[src/rtl/hws_pkg.sv]
package hws_pkg;

    // Field and datapath widths
    localparam int READ_W      = 48;
    localparam int LEN_W       = 11;
    localparam int OVL_W       = 10;
    localparam int FACT_W      = 32;
    localparam int SAMPLE_BITS = 24;
    localparam int STD_W       = SAMPLE_BITS - 1;
    localparam int SQR_W       = 2 * SAMPLE_BITS - 1;
    localparam int SUM_W       = SAMPLE_BITS + LEN_W + 1;
    localparam int ARG_W       = 2 * SAMPLE_BITS - 1 + LEN_W;
    localparam int MB_W        = 32;
    localparam int AW          = ARG_W + 1;
    localparam int PROD_W      = AW + MB_W;
    localparam int UCNT_W      = $clog2(ARG_W);
    localparam int FRAC_SHIFT  = 8;
    localparam int ADDR_W      = 5;
    localparam int DATA_W      = 32;

    // Constants
    localparam logic [LEN_W-1:0]       RST_LEN    = LEN_W'(16);
    localparam logic [FACT_W-1:0]      UNIT_FACT  = FACT_W'(65536);
    localparam logic [ARG_W-1:0]       STD_FLOOR  = ARG_W'(7);
    localparam logic [SAMPLE_BITS-1:0] POS_LIM    = {1'b0, {(SAMPLE_BITS-1){1'b1}}};
    localparam logic [SAMPLE_BITS-1:0] NEG_LIM    = {1'b1, {(SAMPLE_BITS-1){1'b0}}};
    localparam logic [STD_W-1:0]       STD_LIM    = {STD_W{1'b1}};

    // Register map
    typedef enum logic [2:0] {
        REG_LEN   = 3'd0,
        REG_OVL   = 3'd1,
        REG_SCALE = 3'd2,
        REG_FACT  = 3'd3,
        REG_SENDV = 3'd4,
        REG_SENDS = 3'd5
    } t_reg;

    typedef enum logic [1:0] {
        OP_MUL,
        OP_DIV,
        OP_SQRT
    } t_op;

    typedef enum logic {
        KIND_VALUE = 1'b0,
        KIND_STATS = 1'b1
    } t_kind;

    typedef enum logic [4:0] {
        S_IDLE,
        S_SMP,
        S_SQR,
        S_ACC,
        S_EMIT_V,
        S_MEAN,
        S_AA,
        S_AAL,
        S_AB,
        S_SUBC,
        S_VDIV,
        S_EL,
        S_BB,
        S_VCHK,
        S_ROOT,
        S_EMIT_S,
        S_HOP,
        S_SCAN_RD,
        S_SCAN_SQ,
        S_SCAN_ACC
    } t_state;

    // Requests to and answers from the shared unit
    typedef struct packed {
        logic             start;
        t_op              op;
        logic [ARG_W-1:0] opa;
        logic [MB_W-1:0]  opb;
    } t_unit_req;

    typedef struct packed {
        logic              busy;
        logic              done;
        logic [PROD_W-1:0] product;
        logic [ARG_W-1:0]  quotient;
        logic [ARG_W-1:0]  remainder;
        logic [ARG_W-1:0]  root;
    } t_unit_rsp;

endpackage

[src/rtl/hws_unit.sv]
module hws_unit (
    input  logic               i_clk,
    input  logic               i_rst_n,
    input  hws_pkg::t_unit_req i_req,
    output hws_pkg::t_unit_rsp o_rsp
);
    import hws_pkg::*;

    t_op               r_op;
    logic              r_busy;
    logic              r_done;
    logic [UCNT_W-1:0] r_cnt;
    logic [ARG_W-1:0]  r_x;
    logic [ARG_W-1:0]  r_lo;
    logic [AW-1:0]     r_hi;

    logic [AW-1:0]     opx;
    logic [AW-1:0]     opy;
    logic              sub;
    logic [AW:0]       sum;
    logic              ge;
    logic [ARG_W-1:0]  n_x;
    logic [ARG_W-1:0]  n_lo;
    logic [AW-1:0]     n_hi;

    // Shared add/subtract: multiply adds, divide and root compare-subtract
    always_comb begin
        sub = 1'b1;
        opx = '0;
        opy = '0;
        unique case (r_op)
            OP_MUL: begin
                sub = 1'b0;
                opx = r_hi;
                opy = r_lo[0] ? {1'b0, r_x} : '0;
            end
            OP_DIV: begin
                opx = {r_hi[AW-2:0], r_lo[ARG_W-1]};
                opy = {1'b0, r_x};
            end
            OP_SQRT: begin
                opx = {r_hi[AW-3:0], r_lo[ARG_W-1:ARG_W-2]};
                opy = {r_x[AW-3:0], 2'b01};
            end
            default: begin
                opx = '0;
                opy = '0;
            end
        endcase
        sum = {1'b0, opx} + {1'b0, opy ^ {AW{sub}}} + {{AW{1'b0}}, sub};
        ge  = sum[AW];
    end

    // One step of the selected operation
    always_comb begin
        n_x  = r_x;
        n_lo = r_lo;
        n_hi = r_hi;
        unique case (r_op)
            OP_MUL: begin
                n_hi = sum[AW:1];
                n_lo = {sum[0], r_lo[ARG_W-1:1]};
            end
            OP_DIV: begin
                n_hi = ge ? sum[AW-1:0] : opx;
                n_lo = {r_lo[ARG_W-2:0], ge};
            end
            OP_SQRT: begin
                n_hi = ge ? sum[AW-1:0] : opx;
                n_lo = {r_lo[ARG_W-3:0], 2'b00};
                n_x  = {r_x[ARG_W-2:0], ge};
            end
            default: begin
                n_hi = r_hi;
            end
        endcase
    end

    // Control
    always_ff @(posedge i_clk) begin
        if (!i_rst_n) begin
            r_busy <= 1'b0;
            r_done <= 1'b0;
            r_cnt  <= '0;
            r_op   <= OP_MUL;
        end else begin
            r_done <= 1'b0;
            if (i_req.start && !r_busy) begin
                r_busy <= 1'b1;
                r_op   <= i_req.op;
                unique case (i_req.op)
                    OP_MUL:  r_cnt <= UCNT_W'(MB_W - 1);
                    OP_DIV:  r_cnt <= UCNT_W'(ARG_W - 1);
                    OP_SQRT: r_cnt <= UCNT_W'(ARG_W / 2 - 1);
                    default: r_cnt <= '0;
                endcase
            end else if (r_busy) begin
                r_cnt <= r_cnt - 1'b1;
                if (r_cnt == '0) begin
                    r_busy <= 1'b0;
                    r_done <= 1'b1;
                end
            end
        end
    end

    // Operands and partial results
    always_ff @(posedge i_clk) begin
        if (i_req.start && !r_busy) begin
            r_hi <= '0;
            unique case (i_req.op)
                OP_MUL: begin
                    r_lo <= ARG_W'(i_req.opb);
                    r_x  <= i_req.opa;
                end
                OP_DIV: begin
                    r_lo <= i_req.opa;
                    r_x  <= ARG_W'(i_req.opb);
                end
                default: begin
                    r_lo <= i_req.opa;
                    r_x  <= '0;
                end
            endcase
        end else if (r_busy) begin
            r_hi <= n_hi;
            r_lo <= n_lo;
            r_x  <= n_x;
        end
    end

    assign o_rsp.busy      = r_busy;
    assign o_rsp.done      = r_done;
    assign o_rsp.product   = {r_hi, r_lo[ARG_W-1 -: MB_W]};
    assign o_rsp.quotient  = r_lo;
    assign o_rsp.remainder = r_hi[ARG_W-1:0];
    assign o_rsp.root      = r_x;

endmodule

[config.mk]
export PLATFORM = sky130hd
export DESIGN_NAME = hws_unit
export DESIGN_NICKNAME = d
export VERILOG_FILES = /design/src/rtl/hws_pkg.sv /design/src/rtl/hws_unit.sv
export SDC_FILE = /design/constraint.sdc
export NUM_CORES = 1
export LEC_CHECK = 0
export BUFFER_PORTS_ARGS = -buffer_cell sky130_fd_sc_hd__buf_4
export CELL_PAD_IN_SITES_DETAIL_PLACEMENT = 2
export CELL_PAD_IN_SITES_GLOBAL_PLACEMENT = 2
export CORE_MARGIN = 8
export CORE_UTILIZATION = 33
export CTS_BUF_LIST = sky130_fd_sc_hd__clkbuf_16
export DETAILED_ROUTE_END_ITERATION = 8
export GPL_ROUTABILITY_DRIVEN = 0
export PLACE_DENSITY_LB_ADDON = 0.1
export RECOVER_POWER = 50
export SLEW_MARGIN = 20
export SYNTH_ARGS = -nofsm -noshare
export SYNTH_HDL_FRONTEND = slang
export SYNTH_SLANG_ARGS = --single-unit
[constraint.sdc]
create_clock -name i_clk -period 5.9 [get_ports i_clk]
set_input_delay 1.475 -clock i_clk [delete_from_list [all_inputs] [get_ports i_clk]]
set_output_delay 1.475 -clock i_clk [all_outputs]
set_load 0.02 [all_outputs]
== Word level (Yosys, flattened, before mapping) ==
Cells that the tools add are included.
Storage, ports and cells
  register bits after elaboration: 185
  bits of input ports: 95
  output and inout bits: 267
Operators by class
  reductions and logical operators: 14
  bitwise gates (word level): 3
  mux-type cells: 21
  $add $sub $neg: 3
  equal/unequal tests: 4
Operators with widths (count)
  58-bit 2-to-1 mux: 7
  59-bit case mux with 3 select lines: 2
  58-bit case mux with 3 select lines: 1
  59-bit case mux with 2 select lines: 1
  58-bit case mux with 2 select lines: 1
  59-bit by 59-bit adder with 60-bit output: 1
  60-bit by 1-bit adder with 60-bit output: 1
  59-bit 2-to-1 mux: 1
  59-bit XOR: 1
  6-bit case mux with 3 select lines: 1
  6-bit 2-to-1 mux: 2
  6-bit zero test: 1
  2-bit AND reduction: 3
  2-bit nonzero test: 3
  6-bit by 1-bit subtractor with 6-bit output, second input constant: 1
  1-bit 2-to-1 mux: 5
  2-bit by 1-bit equality test with 1-bit output, second input constant: 2
  2-bit equality test, second input constant: 2
  2-bit zero test: 2
  4-bit nonzero test: 1
  3-bit OR reduction: 1
  1-bit inverter: 2
  2-bit OR reduction: 1
  1-bit logical AND: 1
  1-bit zero test: 1

== Longest topological paths before layout ==
Gate-level depths: netlist of run 1.
  word-level depth: 8
  depth in mapped cells: 23
  gate-level depth less buffers: 16

== Worst setup path before layout of run 1 ==
No wires, ideal clock.
  kind: register to register
  start: reg r_op[0]
  end: reg r_lo[0] (enable)
  path buffers: 3
  setup slack: 0.908 ns
  cell stages (with the launch flop): 8
  clock period less this slack: 4.992 ns
  setup time: 0.493 ns
  arrival time: 4.499 ns
  required time: 5.407 ns
  cell sequence: dfxtp_1 -> inv_1 -> ha_1 -> clkbuf_1 -> clkbuf_1 -> buf_1 -> nor2_1 -> a21oi_1
On the way
  cells in the longest elaborated chain, start to end: 3
Ends and longest elaborated chain
  from (decl): line hws_unit.sv:9  | t_op r_op;
  from (signal assigned): line hws_unit.sv:90  | r_op <= i_req.op;
  2-bit equality test, or another cell as far along: line hws_unit.sv:59  | unique case (r_op)
  4-bit nonzero test (no source line) (*)
  2-bit AND reduction (no source line) (*)
  to (signal assigned): line hws_unit.sv:113  | r_lo <= ARG_W'(i_req.opb);
  to (signal assigned): line hws_unit.sv:117  | r_lo <= i_req.opa;
  to (signal assigned): line hws_unit.sv:121  | r_lo <= i_req.opa;
  to (decl): line hws_unit.sv:14  | logic [ARG_W-1:0] r_lo;
Mark *: on every way between the ends. The rest lies on a longest branch, timed or not.
A chain may end at the register's enable or synchronous reset.

== Worst setup path after layout of run 1 ==
  start: reg r_op[0]
  end: reg r_hi[39]
On the way
  cells in the longest elaborated chain, start to end: 7
Ends and longest elaborated chain
  2-bit equality test, or another cell as far along: line hws_unit.sv:31, hws_unit.sv:59
  59-bit case mux with 3 select lines or 1-bit 2-to-1 mux (tied branches): line hws_unit.sv:31  | unique case (r_op)
  59-bit XOR: line hws_unit.sv:50  | sum = {1'b0, opx} + {1'b0, opy ^ {AW{sub}}} + {{AW{1'b0}}, sub};
  59-bit by 59-bit adder with 60-bit output: line hws_unit.sv:50
  60-bit by 1-bit adder with 60-bit output: line hws_unit.sv:50
  59-bit 2-to-1 mux: line hws_unit.sv:65, hws_unit.sv:69
  59-bit case mux with 2 select lines: line hws_unit.sv:59
  to (signal assigned): line hws_unit.sv:126  | r_hi <= n_hi;
  to (decl): line hws_unit.sv:15  | logic [AW-1:0] r_hi;
Parallel ways exist; a longest one is shown, timed or not.

==> impl_metrics.py, run 1 <==
metrics = {
    "placement": {
        "post-dp-hpwl_um": 57900,
        "numPortBuffers": 361,
    },
    "setup_path": {
        "worst_path_largest_cell_delay_ns": 0.83,
        "timing.critical_path.from_type": "register",
        "crit_path_cell_trace": "inv_1 -> ha_4 -> a21o_2 -> buf_4 -> a22oi_1 -> nor2_1 -> xnor2_1 -> ha_1 -> o21ai_0 -> o211ai_1 -> a21oi_1 -> a2111oi_0 -> nor2_1 -> o31ai_1 -> xnor2_1 -> nand2_1 -> a32o_1",
        "cpMaxStageDelayCell": "a2111oi_0",
        "critical_path.n_buffers_inverters": 2,
        "worst-endpoint-arrival_ns": 5.69,
        "path_max_fanout": 23,
        "critical_path_cell_count": 17,
        "top_cell_family_by_delay_on_the_critical_path": "compound AO/OA/AOI/OAI gates",
        "worst-r2r-cell-count": 17,
        "worstPathRequired_ns": 6.31,
        "endpoint_kind": "register",
        "type_of_the_setup_path_with_the_least_slack": "reg2reg",
    },
    "sta": {
        "relSlewSlack": -0.651,
        "final.period_utilization": 0.896,
        "finalWorstPathRequiredPeriod_ns": 5.28,
        "fin_tns_setup_ns": 0,
        "worst_margin_slew_ns": 2.48,
        "timing.hold.ws_ns": 0.496,
        "timing_hold_violations_final": 0,
        "maxSlewViolCount": 72,
        "rsz0062_at_grt": "false",
        "finalSetupViolations": 0,
        "max_clock_freq_mhz": 189,
        "worst_clock_skew_ns": 0.0100,
    },
    "detailed_routing": {
        "routed_wl_um": 76800,
        "drc": 0,
        "vias_per_cell": 6.10,
        "drt_first_iter_violations": 1274,
        "num_vias": 17500,
        "1st_pass_router_iterations": 9,
        "detail_route.wl_per_cell_um": 26.8,
        "route.antenna.remaining_nets": 0,
    },
    "finish": {
        "final_common_cell": "clkbuf_1",
        "layout-drive-gt1-share": 0.0972,
        "nNetsFinal": 2339,
        "syn2layout_area_growth_pct": 13.3,
        "final_cell_mix": "clkbuf_1, nand2_1, nor2_1",
    },
    "synthesis": {
        "synth_enable_flop_cells": 116,
        "synth.yosys.warnings": 0,
        "synth_sequential_area_ratio": 0.294,
        "syn_inst": 2033,
        "synth-main-ff-cell": "edfxtp_1",
        "synth-async-reset-ratio": 0,
        "post_synth.cell_area_avg_um2": 8.14,
        "netlist-cell-type-count": 75,
        "syn_nets": 2193,
        "syn_area_um2": 16600,
        "synth.ff_latch_count": 185,
    },
    "clock_tree": {
        "clock_latency_ns": 0.51,
        "cts_post_setup_buffers_inserted": 0,
        "htreeDepth": 4,
        "numClockSinks": 185,
        "cts_resized": 0,
        "cts.clk_slew.worst_paths_ns": 0.08,
        "clock_tree.buffer_depth": 2,
        "post_cts_hold_buffer_count": 0,
        "cts_root_buf": "clkbuf_16",
        "tritoncts.num_buffers": 17,
        "cts_tree": "built",
    },
    "power_and_ir_drop": {
        "ir_worst_vdd_mv": 0.217,
        "cellPowerDensity_nw_per_um2": 461,
        "leakagePower_nw": 7.18,
    },
    "floorplan": {
        "dieHeight_um": 240,
        "core_area_um2": 49900,
        "top_level_port_count": 362,
        "start_util": 0.332,
        "std_cell_rows": 82,
        "fp.dieArea_um2": 57600,
        "die-width_um": 240,
    },
    "global_routing": {
        "pin_count_of_the_biggest_net_entering_global_routing": 100,
        "grt_util_all_layers": 0.259,
        "antenna_violations_before_repair": 3,
        "global_route.overflow_total": 0,
        "grt_pass1_wl_um": 116000,
        "grt_pass1_vias": 18300,
    },
    "worst_hold_path": {
        "min_path_cells": 1,
        "holdCritPathClass": "reg2reg",
    },
    "flow_run": {
        "drv.max_cap_violation_count": 2,
    },
    "run_status": {
        "violated_checks": "capacitance limit, slew limit",
        "run_status": "finished with violations",
    },
}
registers in the layout, indices dropped and copies added, names as in the netlist:
name,count
r_x,58
r_cnt,6
r_hi,59
r_lo,58
r_done,1
r_busy,1
r_op,2
power by group:
group | total [mW] | internal [mW] | switching, mW
registers | 2.28 | 1.73 | 0.551
logic | 5.16 | 1.71 | 3.45
clock network | 1.21 | 0.581 | 0.625
total | 8.65 | 4.02 | 4.63
routing by layer:
| metal | vias up | track usage | share of wire |
|---|---|---|---|
| met2 | 493 | 0.424 | 0.48 |
| met3 | 70 | 0.0557 | 0.059 |
| met4 | 2 | 0.0643 | 0.019 |
| met1 | 8969 | 0.345 | 0.45 |
| li1 | 7931 | - | - |
| met5 | - | 0 | 0.00010 |
layout make-up:
cell class | count | area [µm²]
fillers | 5958 | 31100
multi-input cells | 1555 | 10300
flip-flops and latches | 185 | 4860
repair buffers | 396 | 2110
well taps | 672 | 841
clock buffers | 17 | 425
clock inverters | 14 | 126
inverters | 24 | 90.1
diodes | 2 | 5.00
path summary, 6_finish.rpt:
| check | end | startpoint | slack [ns] |
|---|---|---|---|
| setup reg to reg | r_hi[39]$_SDFFE_PP0P_ | r_op[0]$_SDFFE_PN0P_ | 0.62 |
| hold reg to reg | r_cnt[3]$_SDFFE_PN0P_ | r_cnt[3]$_SDFFE_PN0P_ | 0.50 |
| setup / recovery | r_hi[39]$_SDFFE_PP0P_ | r_op[0]$_SDFFE_PN0P_ | 0.62 |
| hold / removal | r_cnt[3]$_SDFFE_PN0P_ | r_cnt[3]$_SDFFE_PN0P_ | 0.50 |
metrics by stage:
stage / instances / setup WS (ns) / power [mW] / util / cell area (µm²)
4_1_cts: 2863 / 0.576 / 9.01 / 0.395 / 19700
3_5_place_dp: 2832 / 0.584 / 7.78 / 0.384 / 19100
3_3_place_gp: 2832 / 0.731 / 7.64 / 0.383 / 19100
5_1_grt: 2865 / 0.268 / 9.22 / 0.376 / 18800
6_report: 2865 / 0.615 / 8.65 / 0.376 / 18800
2_1_floorplan: 2033 / 0.908 / 5.92 / - / 16600
synthesized netlist by cell type (all sizes together), types with 12 or more instances:
master / number / share of area
nand2: 215 / 0.049
buf: 149 / 0.057
dfxtp: 69 / 0.083
nand4: 28 / 0.011
clkbuf: 120 / 0.027
o211ai: 48 / 0.022
nand3: 26 / 0.0079
a222oi: 60 / 0.036
edfxtp: 116 / 0.21
a31oi: 33 / 0.012
ha: 64 / 0.048
xor2: 21 / 0.011
a22o: 41 / 0.022
a21o: 47 / 0.021
a221o: 31 / 0.019
a211oi: 20 / 0.0097
o21ai: 157 / 0.048
xnor2: 87 / 0.046
nor3: 22 / 0.0067
o21bai: 12 / 0.0054
mux2i: 72 / 0.044
a22oi: 61 / 0.028
nor2: 212 / 0.048
a21oi: 123 / 0.038
inv: 24 / 0.0054
a221oi: 32 / 0.017
o31ai: 35 / 0.016
kinds of logic (layout without fill, tap and decap cells):
logic type	after synthesis	count (layout)	share of synthesized area
AO/OA/AOI/OAI	747	747	0.318
AND/OR/NAND/NOR	560	560	0.146
buffers and inverters	293	451	0.0901
flip-flops	185	185	0.294
XOR/XNOR	108	108	0.0571
multiplexers	75	75	0.0456
adder cells (fa/ha/maj)	65	65	0.0496
other	0	2	0
worst reg2reg max path, delay by kind of cell (launching register included):
family,cells,cell delay (ns)
compound gates,8,2.78
buf+inv,2,0.42
fa+ha+maj,2,0.54
simple gates,3,0.38
xor+xnor,2,0.60
flops,1,0.47
No activity file was read; power rests on OpenSTA's default activity.
==> run 2: changes to the inputs <==
--- a/config.mk
+++ b/config.mk
@@ -8,6 +8,7 @@
 export BUFFER_PORTS_ARGS = -buffer_cell sky130_fd_sc_hd__buf_4
 export CELL_PAD_IN_SITES_DETAIL_PLACEMENT = 2
 export CELL_PAD_IN_SITES_GLOBAL_PLACEMENT = 2
+export CORE_ASPECT_RATIO = 0.6
 export CORE_MARGIN = 8
 export CORE_UTILIZATION = 33
 export CTS_BUF_LIST = sky130_fd_sc_hd__clkbuf_16
==> impl_metrics.py, run 2 (synthesized netlist as in run 1, its figures left out) <==
metrics = {
    "setup_path": {
        "endpoint_kind": "register",
        "top_cell_family_by_delay_on_the_critical_path": "compound AO/OA/AOI/OAI gates",
        "worstPathRequired_ns": 6.29,
        "worst-endpoint-arrival_ns": 5.97,
        "timing.critical_path.from_type": "register",
        "critical_path.n_buffers_inverters": 3,
        "worst_path_largest_cell_delay_ns": 0.86,
        "type_of_the_setup_path_with_the_least_slack": "reg2reg",
        "critical-path-top-cell-by-count": "nor2_1",
        "cpMaxStageDelayCell": "nor4_1",
        "path_max_fanout": 73,
        "crit_path_cell_trace": "inv_1 -> ha_4 -> buf_12 -> a22oi_1 -> nor2_1 -> xnor2_1 -> ha_1 -> a21oi_1 -> o21ai_0 -> nor4_1 -> a2111oi_0 -> buf_4 -> nor2_1 -> o311ai_0 -> nor2_1 -> o21ai_0 -> a31oi_1",
    },
    "sta": {
        "finalSetupViolations": 0,
        "max_clock_freq_mhz": 179,
        "finalWorstPathRequiredPeriod_ns": 5.57,
        "timing_hold_violations_final": 0,
        "worst_margin_slew_ns": 3.31,
        "relSlewSlack": -1.20,
        "final.period_utilization": 0.944,
        "worst_clock_skew_ns": 0.0227,
        "maxSlewViolCount": 165,
        "fin_tns_setup_ns": 0,
        "timing.hold.ws_ns": 0.530,
        "rsz0062_at_grt": "false",
    },
    "detailed_routing": {
        "vias_per_cell": 6.24,
        "detailroute.wirelength.met3_um": 4800,
        "routed_wl_um": 79900,
        "detail_route.wl_per_cell_um": 28.1,
        "drt_first_iter_violations": 1501,
        "num_vias": 17800,
        "drc": 0,
        "route.antenna.remaining_nets": 0,
        "topRoutingLayerUsed": "met5",
        "1st_pass_router_iterations": 6,
        "met1_length_um": 36800,
        "wl_met2_um": 36100,
    },
    "finish": {
        "max_reg_flops": 59,
        "largest_registers": "r_hi: 59 flops, r_lo: 58 flops, r_x: 58 flops",
        "multiInputGateArea_um2": 10300,
        "n_antenna_cell": 0,
        "design_area_um2": 18700,
        "syn2layout_area_growth_pct": 13.3,
        "largest_register": "r_hi",
        "nNetsFinal": 2343,
        "storage_element_area_um2": 4860,
        "layout-drive-gt1-share": 0.0929,
        "filler_cell_count": 5824,
        "final_cell_mix": "clkbuf_1, nand2_1, nor2_1",
        "final_common_cell": "clkbuf_1",
        "layout.core_utilization": 0.379,
    },
    "floorplan": {
        "start_util": 0.335,
        "top_level_port_count": 362,
        "std_cell_rows": 63,
        "dieHeight_um": 189,
        "core_area_um2": 49400,
        "fp.dieArea_um2": 57800,
        "die-width_um": 305,
    },
    "power_and_ir_drop": {
        "clock_power_share": 0.142,
        "sequentialPowerShare": 0.259,
        "leakagePower_nw": 7.18,
        "comb_power_share": 0.599,
        "ir_worst_vdd_mv": 0.251,
        "total_power_mw": 8.82,
        "power.share.switching": 0.545,
        "cellPowerDensity_nw_per_um2": 470,
        "switchingPower_mw": 4.81,
        "cellInternalPower_mw": 4.01,
    },
    "clock_tree": {
        "cts.clk_slew.worst_paths_ns": 0.08,
        "cts_tree": "built",
        "htreeDepth": 4,
        "clock_tree.buffer_depth": 2,
        "cts_post_setup_buffers_inserted": 0,
        "cts_resized": 0,
        "clock_latency_ns": 0.49,
        "tritoncts.num_buffers": 17,
        "post_cts_hold_buffer_count": 0,
        "cts_root_buf": "clkbuf_16",
        "numClockSinks": 185,
    },
    "placement": {
        "placement.cell_area_um2": 19100,
        "numPortBuffers": 361,
        "post-dp-hpwl_um": 58700,
    },
    "worst_hold_path": {
        "holdCritPathClass": "reg2reg",
    },
    "global_routing": {
        "grt_pass1_vias": 18800,
        "antenna_violations_before_repair": 1,
        "pin_count_of_the_biggest_net_entering_global_routing": 89,
        "grt_pass1_wl_um": 121000,
        "grt_util_all_layers": 0.265,
        "global_route.overflow_total": 0,
    },
    "run_status": {
        "run_status": "finished with violations",
        "violated_checks": "capacitance limit, slew limit",
    },
    "flow_run": {
        "drv.max_cap_violation_count": 4,
    },
}
[run 2: final cells by class]
cell class | count | share of cell area
inverter | 24 | 0.00480
timing repair buffer | 400 | 0.112
sequential | 185 | 0.259
tap | 650 | 0.0434
clock buffer | 17 | 0.0227
multi-input combinational | 1555 | 0.548
clock inverter | 15 | 0.00901
[run 2: final timing paths]
check / from / to / slack, ns / cells past startpoint
worst max register to register: r_op[0]$_SDFFE_PN0P_ / r_hi[36]$_SDFFE_PP0P_ / 0.33 / 17
worst max-delay path: r_op[0]$_SDFFE_PN0P_ / r_hi[36]$_SDFFE_PP0P_ / 0.33 / 17
worst min register to register: r_cnt[3]$_SDFFE_PN0P_ / r_cnt[3]$_SDFFE_PN0P_ / 0.53 / 1
worst min-delay path: r_cnt[3]$_SDFFE_PN0P_ / r_cnt[3]$_SDFFE_PN0P_ / 0.53 / 1
[run 2: stage by stage]
step                std cells  setup WS, ns
finish                   2846         0.327
global route             2846        0.0856
CTS                      2846         0.343
detailed placement       2814         0.402
global placement         2814         0.542
floorplan                2033         0.908
[run 2: metal layers]
layer / track usage / up-vias
met5: 0 / -
met4: 0.0781 / 2
met3: 0.0491 / 110
met2: 0.424 / 615
met1: 0.363 / 9105
li1: - / 7940
[run 2: power by group through the flow]
stage	registers [mW]	clock network (mW)	logic, mW
final	2.28	1.26	5.28
after global routing	2.33	1.32	5.70
after CTS	2.29	1.27	5.60
after detailed placement	2.32	0	5.55
after global placement	2.30	0	5.40
after floorplan	2.42	0	3.49
==> run 3: changes to the inputs <==
--- a/config.mk
+++ b/config.mk
@@ -6,7 +6,7 @@
 export NUM_CORES = 1
 export LEC_CHECK = 0
 export BUFFER_PORTS_ARGS = -buffer_cell sky130_fd_sc_hd__buf_4
-export CELL_PAD_IN_SITES_DETAIL_PLACEMENT = 2
+export CELL_PAD_IN_SITES_DETAIL_PLACEMENT = 1
 export CELL_PAD_IN_SITES_GLOBAL_PLACEMENT = 2
 export CORE_ASPECT_RATIO = 0.6
 export CORE_MARGIN = 8
@@ -14,7 +14,7 @@
 export CTS_BUF_LIST = sky130_fd_sc_hd__clkbuf_16
 export DETAILED_ROUTE_END_ITERATION = 8
 export GPL_ROUTABILITY_DRIVEN = 0
-export PLACE_DENSITY_LB_ADDON = 0.1
+export PLACE_DENSITY = 0.86
 export RECOVER_POWER = 50
 export SLEW_MARGIN = 20
 export SYNTH_ARGS = -nofsm -noshare
==> impl_metrics.py, run 3 (synthesized netlist as in run 1, its figures left out) <==
metrics = {
    "finish": {
        "largest_registers": "r_hi: 59 flops, r_lo: 58 flops, r_x: 58 flops",
        "design_area_um2": 18900,
        "filler_cell_count": 6004,
        "max_reg_flops": 59,
        "n_antenna_cell": 0,
        "multiInputGateArea_um2": 10300,
        "final_common_cell": "clkbuf_1",
        "nNetsFinal": 2343,
        "layout.core_utilization": 0.382,
        "largest_register": "r_hi",
        "storage_element_area_um2": 4860,
        "final_cell_mix": "clkbuf_1, nand2_1, nor2_1",
        "layout-drive-gt1-share": 0.103,
        "syn2layout_area_growth_pct": 14.1,
    },
    "clock_tree": {
        "tritoncts.num_buffers": 17,
        "cts.clk_slew.worst_paths_ns": 0.08,
        "cts_post_setup_buffers_inserted": 0,
        "htreeDepth": 4,
        "post_cts_hold_buffer_count": 0,
        "clock_tree.buffer_depth": 2,
        "numClockSinks": 185,
        "clock_latency_ns": 0.47,
        "cts_tree": "built",
        "cts_resized": 0,
        "cts_root_buf": "clkbuf_16",
    },
    "detailed_routing": {
        "detail_route.wl_per_cell_um": 25.1,
        "num_vias": 17800,
        "routed_wl_um": 71600,
        "1st_pass_router_iterations": 9,
        "drc": 0,
        "drt_first_iter_violations": 1823,
        "vias_per_cell": 6.24,
        "route.antenna.remaining_nets": 0,
    },
    "sta": {
        "final.period_utilization": 0.959,
        "finalSetupViolations": 0,
        "finalWorstPathRequiredPeriod_ns": 5.66,
        "worst_margin_slew_ns": 2.81,
        "rsz0062_at_grt": "false",
        "maxSlewViolCount": 146,
        "timing_hold_violations_final": 0,
        "relSlewSlack": -0.871,
        "fin_tns_setup_ns": 0,
        "max_clock_freq_mhz": 177,
        "worst_clock_skew_ns": 0.0169,
        "timing.final.ws_setup_ns": 0.242,
    },
    "floorplan": {
        "top_level_port_count": 362,
        "std_cell_rows": 63,
        "fp.dieArea_um2": 57800,
        "start_util": 0.335,
        "die-width_um": 305,
        "dieHeight_um": 189,
        "core_area_um2": 49400,
    },
    "power_and_ir_drop": {
        "ir_worst_vdd_mv": 0.257,
        "leakagePower_nw": 7.27,
        "cellPowerDensity_nw_per_um2": 460,
    },
    "global_routing": {
        "global_route.overflow_total": 0,
        "grt_util_all_layers": 0.236,
        "antenna_violations_before_repair": 0,
        "grt_pass1_wl_um": 110000,
        "grt_pass1_vias": 17500,
        "pin_count_of_the_biggest_net_entering_global_routing": 96,
    },
    "placement": {
        "post-dp-hpwl_um": 53600,
        "detailedPlace.worstSlack_ns": 0.542,
        "numPortBuffers": 361,
        "placement.cell_area_um2": 19200,
    },
    "setup_path": {
        "type_of_the_setup_path_with_the_least_slack": "reg2reg",
        "timing.critical_path.from_type": "register",
        "path_max_fanout": 74,
        "endpoint_kind": "register",
        "worst_setup_path_startpoint": "r_op[0]$_SDFFE_PN0P_",
        "worstPathRequired_ns": 6.14,
        "reg2reg_from": "r_op[0]$_SDFFE_PN0P_",
        "worst-endpoint-arrival_ns": 5.90,
    },
    "worst_hold_path": {
        "holdCritPathClass": "reg2reg",
        "worst_hold_startpoint": "r_cnt[3]$_SDFFE_PN0P_",
    },
    "run_status": {
        "run_status": "finished with violations",
        "violated_checks": "capacitance limit, slew limit",
    },
    "flow_run": {
        "drv.max_cap_violation_count": 4,
    },
}
-- run 3: layout make-up --
cell class | instances | area share
Clock buffer | 17 | 0.0225
Timing Repair Buffer | 400 | 0.118
Inverter | 24 | 0.00477
Clock inverter | 15 | 0.00921
Multi-Input combinational cell | 1555 | 0.545
Tap cell | 650 | 0.0431
Sequential cell | 185 | 0.258
-- run 3: worst max-delay path: stages (launching register included) --
cell,delay (ns)
dfxtp_1,0.39
inv_1,0.19
ha_4,0.81
a22oi_1,0.22
nor2_1,0.16
xnor2_1,0.08
ha_1,0.43
nand3_1,0.23
nor4_1,0.47
a22oi_1,0.25
a2111oi_0,0.98
nor2_1,0.27
o311ai_0,0.56
nor2_1,0.07
o21ai_0,0.17
a31oi_1,0.12
-- run 3: path summary, 6_finish.rpt --
check	to	slack (ns)	cells after the start
setup / recovery	r_hi[36]$_SDFFE_PP0P_	0.24	15
hold / removal	r_cnt[3]$_SDFFE_PN0P_	0.50	1
setup reg to reg	r_hi[36]$_SDFFE_PP0P_	0.24	15
hold reg to reg	r_cnt[3]$_SDFFE_PN0P_	0.50	1
-- run 3: routing by layer --
| metal | up-vias | global-route usage | wire length [µm] |
|---|---|---|---|
| met2 | 780 | 0.363 | 31700 |
| met3 | 97 | 0.0405 | 5110 |
| met5 | - | 0 | 0 |
| li1 | 7936 | - | - |
| met4 | 0 | 0.0565 | 1610 |
| met1 | 8958 | 0.340 | 33200 |
-- run 3: power breakdown --
part | total, mW | leakage, nW | internal, mW | switching [mW]
sequential | 2.27 | 1.73 | 1.73 | 0.544
combinational | 5.18 | 5.24 | 1.75 | 3.44
clock | 1.24 | 0.295 | 0.574 | 0.663
total | 8.69 | 7.27 | 4.05 | 4.64
-- run 3: per-stage QoR --
step / instances / total power [mW] / hold slack (ns)
floorplan: 2033 / 5.92 / 0.449
global placement: 2813 / 7.61 / 0.466
detailed placement: 2814 / 7.72 / 0.484
CTS: 2846 / 8.98 / 0.496
global route: 2846 / 9.25 / 0.516
finish: 2846 / 8.69 / 0.496
